## config.mk

```make
export PLATFORM = sky130hd
export DESIGN_NAME = mhcs_ram
export DESIGN_NICKNAME = d
export VERILOG_FILES = /design/src/sv/mhcs_ram.sv
export SDC_FILE = /design/constraint.sdc
export NUM_CORES = 1
export LEC_CHECK = 0
export BUFFER_PORTS_ARGS = -buffer_cell sky130_fd_sc_hd__buf_2
export CORE_MARGIN = 3
export CORE_UTILIZATION = 45
export DETAILED_ROUTE_END_ITERATION = 10
export HOLD_SLACK_MARGIN = 0.15
export PLACE_DENSITY = 0.61
export SYNTH_ARGS = -nofsm -noshare
export SYNTH_HDL_FRONTEND = slang
export SYNTH_SLANG_ARGS = --single-unit
```

## constraint.sdc

```tcl
create_clock -name clk -period 2.8 [get_ports clk]
set_input_delay 0.28 -clock clk [delete_from_list [all_inputs] [get_ports clk]]
set_output_delay 0.28 -clock clk [all_outputs]
set_load 0.05 [all_outputs]
```

## src/sv/mhcs_ram.sv

```systemverilog
// Generic single-port-write, single-port-read RAM with registered read data.
// No dependencies.
`default_nettype none

module mhcs_ram #(
	parameter int WIDTH = 16,
	parameter int DEPTH = 16,
	localparam int AW = (DEPTH > 1) ? $clog2(DEPTH) : 1
) (
	input  logic             clk,
	input  logic             we,
	input  logic [AW-1:0]    waddr,
	input  logic [WIDTH-1:0] wdata,
	input  logic             re,
	input  logic [AW-1:0]    raddr,
	output logic [WIDTH-1:0] rdata
);

	logic [WIDTH-1:0] mem [DEPTH];

	always_ff @(posedge clk) begin
		if (we) begin
			mem[waddr] <= wdata;
		end
	end

	// Read returns old data on a same-address write; caller forwards
	always_ff @(posedge clk) begin
		if (re) begin
			rdata <= mem[raddr];
		end
	end

endmodule

`default_nettype wire

```

Word level (Yosys, flattened, before mapping)

Memories as Yosys holds them, arrays and structs flattened. A register that Yosys moved wholly into a read port is not among the register bits.
Index checks and enable logic that the tools add are counted.

$add $sub $neg: 0
Shifts and indexed selects: 0
Multiply operators: 0
Equality and inequality tests: 0
Multiplexer cells: 2
$lt $le $gt $ge: 0
Divide/modulo/power cells: 0
Bitwise operators: 0
Reduce and logical (&&, ||, !) cells: 0

Operators with widths:

| cell    | count |
|---|---|
| $mux W1 | 2 |

Input bits: 27
Memories: 1
Bits in read-only memories: 0
Memory bits (writable): 256
Output and inout port bits: 16
Latch bits: 0
Register bits after elaboration: 0

Memories:

| memory | depth | bits a word | read ports | clocked after Yosys merged registers in | wr ports | RTL line | text |
|---|---|---|---|---|---|---|---|
| mem    | 16    | 16          | 1          | 1                                       | 1        | 19       | `logic [WIDTH-1:0] mem [DEPTH];` |

Longest topological paths before layout

Depth in word-level cells: 2
Mapped depth: 5
Gate-level depth less buffers: 3

Least setup slack after synthesis

OpenSTA, ideal clock, no wires.

Path type: in2reg
From: in waddr[2]
To: mem mem[0][0], enable pin
Data arrival time: 1.926 ns
Path buffers: 0
Slack: 0.465 ns
Stages: 2
Cell sequence: or3b_2 -> nor3_1

RTL lines:

| element         | RTL line | text |
|---|---|---|
| start, declared | 12       | `input logic [AW-1:0] waddr,` |
| end, declared   | 19       |  |

Straight into the memory's write port.

Worst setup path in the final report

From: reg rdata[5] (read register of mem)
To: out rdata[5]

RTL lines:

| element         | RTL line | text |
|---|---|---|
| start, declared | 16       | `output logic [WIDTH-1:0] rdata` |

No word-level cell between the ends.

==> flow_summary_export.csv <==
group,metric,value,unit
yosys,yosysTopAreaCell,"edfxtp_1",
route,wl_per_cell,26.5,µm
clock_network,h-tree-depth,1,
run_status,outcome,"complete, no violations",
clock_network,clkTransAtPathRegs,0.06,ns
floorplanning,die_y,157,µm
grt,grt_pass1_wl,32200,µm
timing,fin_tns_setup,0,ns
yosys,yosysUniqueCellTypes,18,
layout,n_antenna_cell,0,
clock_network,cts_buffers,27,
worst_setup_path,cp-start-kind,"flip-flop",
worst_setup_path,path_depth,1,
yosys,yosysSeqAreaShare,80.0,%
layout,fin_area,0.0119,mm²
layout,multi_input_area,0.00196,mm²
layout,fin_util,53.9,%
layout,fin_nets,549,
timing,rsz0062_at_grt,"no",
clock_network,cts_tree,"yes",
grt,antenna_found_initial,0,
timing,fin_worst_skew,0.00986,ns
layout,drive_above_1_share,31.4,%
power,share_comb_of_total_power,5.9,%
clock_network,root_buffer,"clkbuf_16",
yosys,synth.area.top_cells,"edfxtp_1 (80%), mux4_2 (12%), mux4_1 (2.6%)",
worst_setup_path,path_class,"reg -> out",
route,first_pass_iters,4,
grt,grt_pass1_vias,5061,
route,num_vias,4792,
layout,syn2layout_area_growth,16.3,%
worst_setup_path,cp.required,2.52,ns
worst_setup_path,cp_max_fo,1,
placement,port_buffers,42,
route,ant_nets,0,
floorplanning,design.die.area,0.0245,mm²
floorplanning,placementRows,54,
power,powerDensity,698,mW/mm²
floorplanning,core_area,0.0220,mm²
job,max_cap_violations,0,
timing,maxSlewViolCount,0,
timing,max_freq,678,MHz
route,drtIter0Drc,450,
yosys,syn_nets,459,
timing,fin_crit,1.48,ns
power,p_int,0.00655,W
worst_setup_path,critPathMaxStageDelay,0.39,ns
placement,post_dp_cell_area,0.0109,mm²
floorplanning,floorplan.initialDensity,46.3,%
route,drc_errors,0,
clock_network,hold_buffers,16,
yosys,yosys.area.top_type_share,80.0,%
layout,register_area,0.00817,mm²
clock_network,cts_max_path_buffers,3,
layout,final_cell_mix,"edfxtp_1 (272), mux4_2 (54), buf_2 (41)",
power,seqPwrFrac,55.6,%
grt,overflow,0,
yosys,synth_cells,432,
placement,dp_slack,0.815,ns
power,switchingPower,0.00174,W
yosys,ys_ff_latch,272,
clock_network,insertion_delay,0.52,ns
yosys,yosys_warnings,0,
timing,setup_viol,0,
worst_setup_path,crit_slowest_cell,"edfxtp_1",
worst_setup_path,arrival,1.20,ns
yosys,syn_area_per_cell,23.6,µm²
grt,grt_max_degree,33,
worst_setup_path,crit_buf_inv,1,
power,switching_share,21.0,%
worst_setup_path,cp-end-kind,"output port",
timing,tightest_slew,0.579,ns
route,vias_per_cell,5.83,
timing,hold_viol_final,0,
placement,dp_hpwl,11500,µm
layout,nFillCells,1671,
route,routed_wl,21800,µm
clock_network,clock-sinks,272,
worst_hold_path,worstHoldPathCells,1,
floorplanning,ios,43,
placement,routabilityCongestion,0.725,
power,p_leak,3.85,nW
grt,grt_usage,18.1,%
clock_network,cts-resized-gates,0,
clock_network,cts_setup_buffers,0,
timing,setup_ws,1.32,ns
timing,period_share,52.7,%
power,ir_worst_vdd,0.000399,V
layout,mostFrequentLayoutCell,"edfxtp_1",
worst_setup_path,reg2regPathDepth,3,
worst_hold_path,hold_path.class,"in -> reg",
floorplanning,die_w,157,µm
timing,max_slew_margin,61.4,%
power,pwr-share-clk,38.4,%
yosys,syn_area,0.0102,mm²
worst_setup_path,crit_chain,"buf_2",
worst_setup_path,crit_family,"flip-flops",
==> cell type report <==
type / count / area share, %
repair buffers: 82 / 5.19
clock buffers: 38 / 6.04
flip-flops and latches: 272 / 68.8
clock inverters: 11 / 0.422
well taps: 280 / 2.95
multi-input cells: 139 / 16.6
==> metrics by stage <==
step / cells / total power, W / hold slack, ns
after floorplan: 432 / 0.00498 / 0.379
after global placement: 757 / 0.00516 / 0.647
after global routing: 822 / 0.00855 / 0.293
after CTS: 822 / 0.00836 / 0.283
final: 822 / 0.00829 / 0.283
after detailed placement: 757 / 0.00518 / 0.670
==> worst paths after layout <==
path | to | startpoint | slack [ns]
worst max register to register | rdata[1] | mem[1][1] | 1.37
worst min-delay path | rdata[1] | re | 0.28
worst min register to register | rdata[11] | mem[14][11] | 0.74
worst max-delay path | rdata[5] | rdata[5] | 1.32
==> Yosys cell counts (all sizes together) <==
cell type / n
edfxtp: 272
mux4: 64
a22oi: 32
nand2: 17
buf: 13
nor2: 13
clkbuf: 8
nor3: 4
nand2b: 2
nand3b: 2
nor2b: 2
and2: 1
nand3: 1
or3b: 1
==> flip-flops by register name, summed over array words and instances (netlist names) <==
name / flops
mem: 256
rdata: 16
==> power groups by stage <==
stage	registers [W]	logic [W]	clock network, W
final	0.00461	0.000491	0.00319
after global routing	0.00462	0.000526	0.00340
after CTS	0.00461	0.000499	0.00325
after detailed placement	0.00470	0.000481	0
after global placement	0.00469	0.000470	0
after floorplan	0.00476	0.000222	0
==> worst register-to-register path: cells and delay by family, from the launching register on <==
family / cells / cell delay, ns
AOI/OAI and AO/OA: 1 / 0.19
muxes: 1 / 0.54
DFF: 1 / 0.37
and+or+nand+nor: 1 / 0.07
==> kinds of logic (layout without fill, tap and decap cells) <==
kind of cell / Yosys count / in the layout / synth area share [%]
and+or+nand+nor: 43 / 43 / 1.89
DFF: 272 / 272 / 80.0
AOI/OAI and AO/OA: 32 / 32 / 2.35
muxes: 64 / 64 / 14.5
buffers and inverters: 21 / 131 / 1.21
==> metal layers <==
metal	track usage, %	wire length [µm]	vias to the layer above	part of all wire, %
met4	4.96	470	0	2.2
met1	26.6	9810	2547	45
li1	-	-	2033	-
met3	3.57	1350	39	6.2
met5	0	0	-	0
met2	28.4	10200	173	47
(Power assumes the default switching activity.)
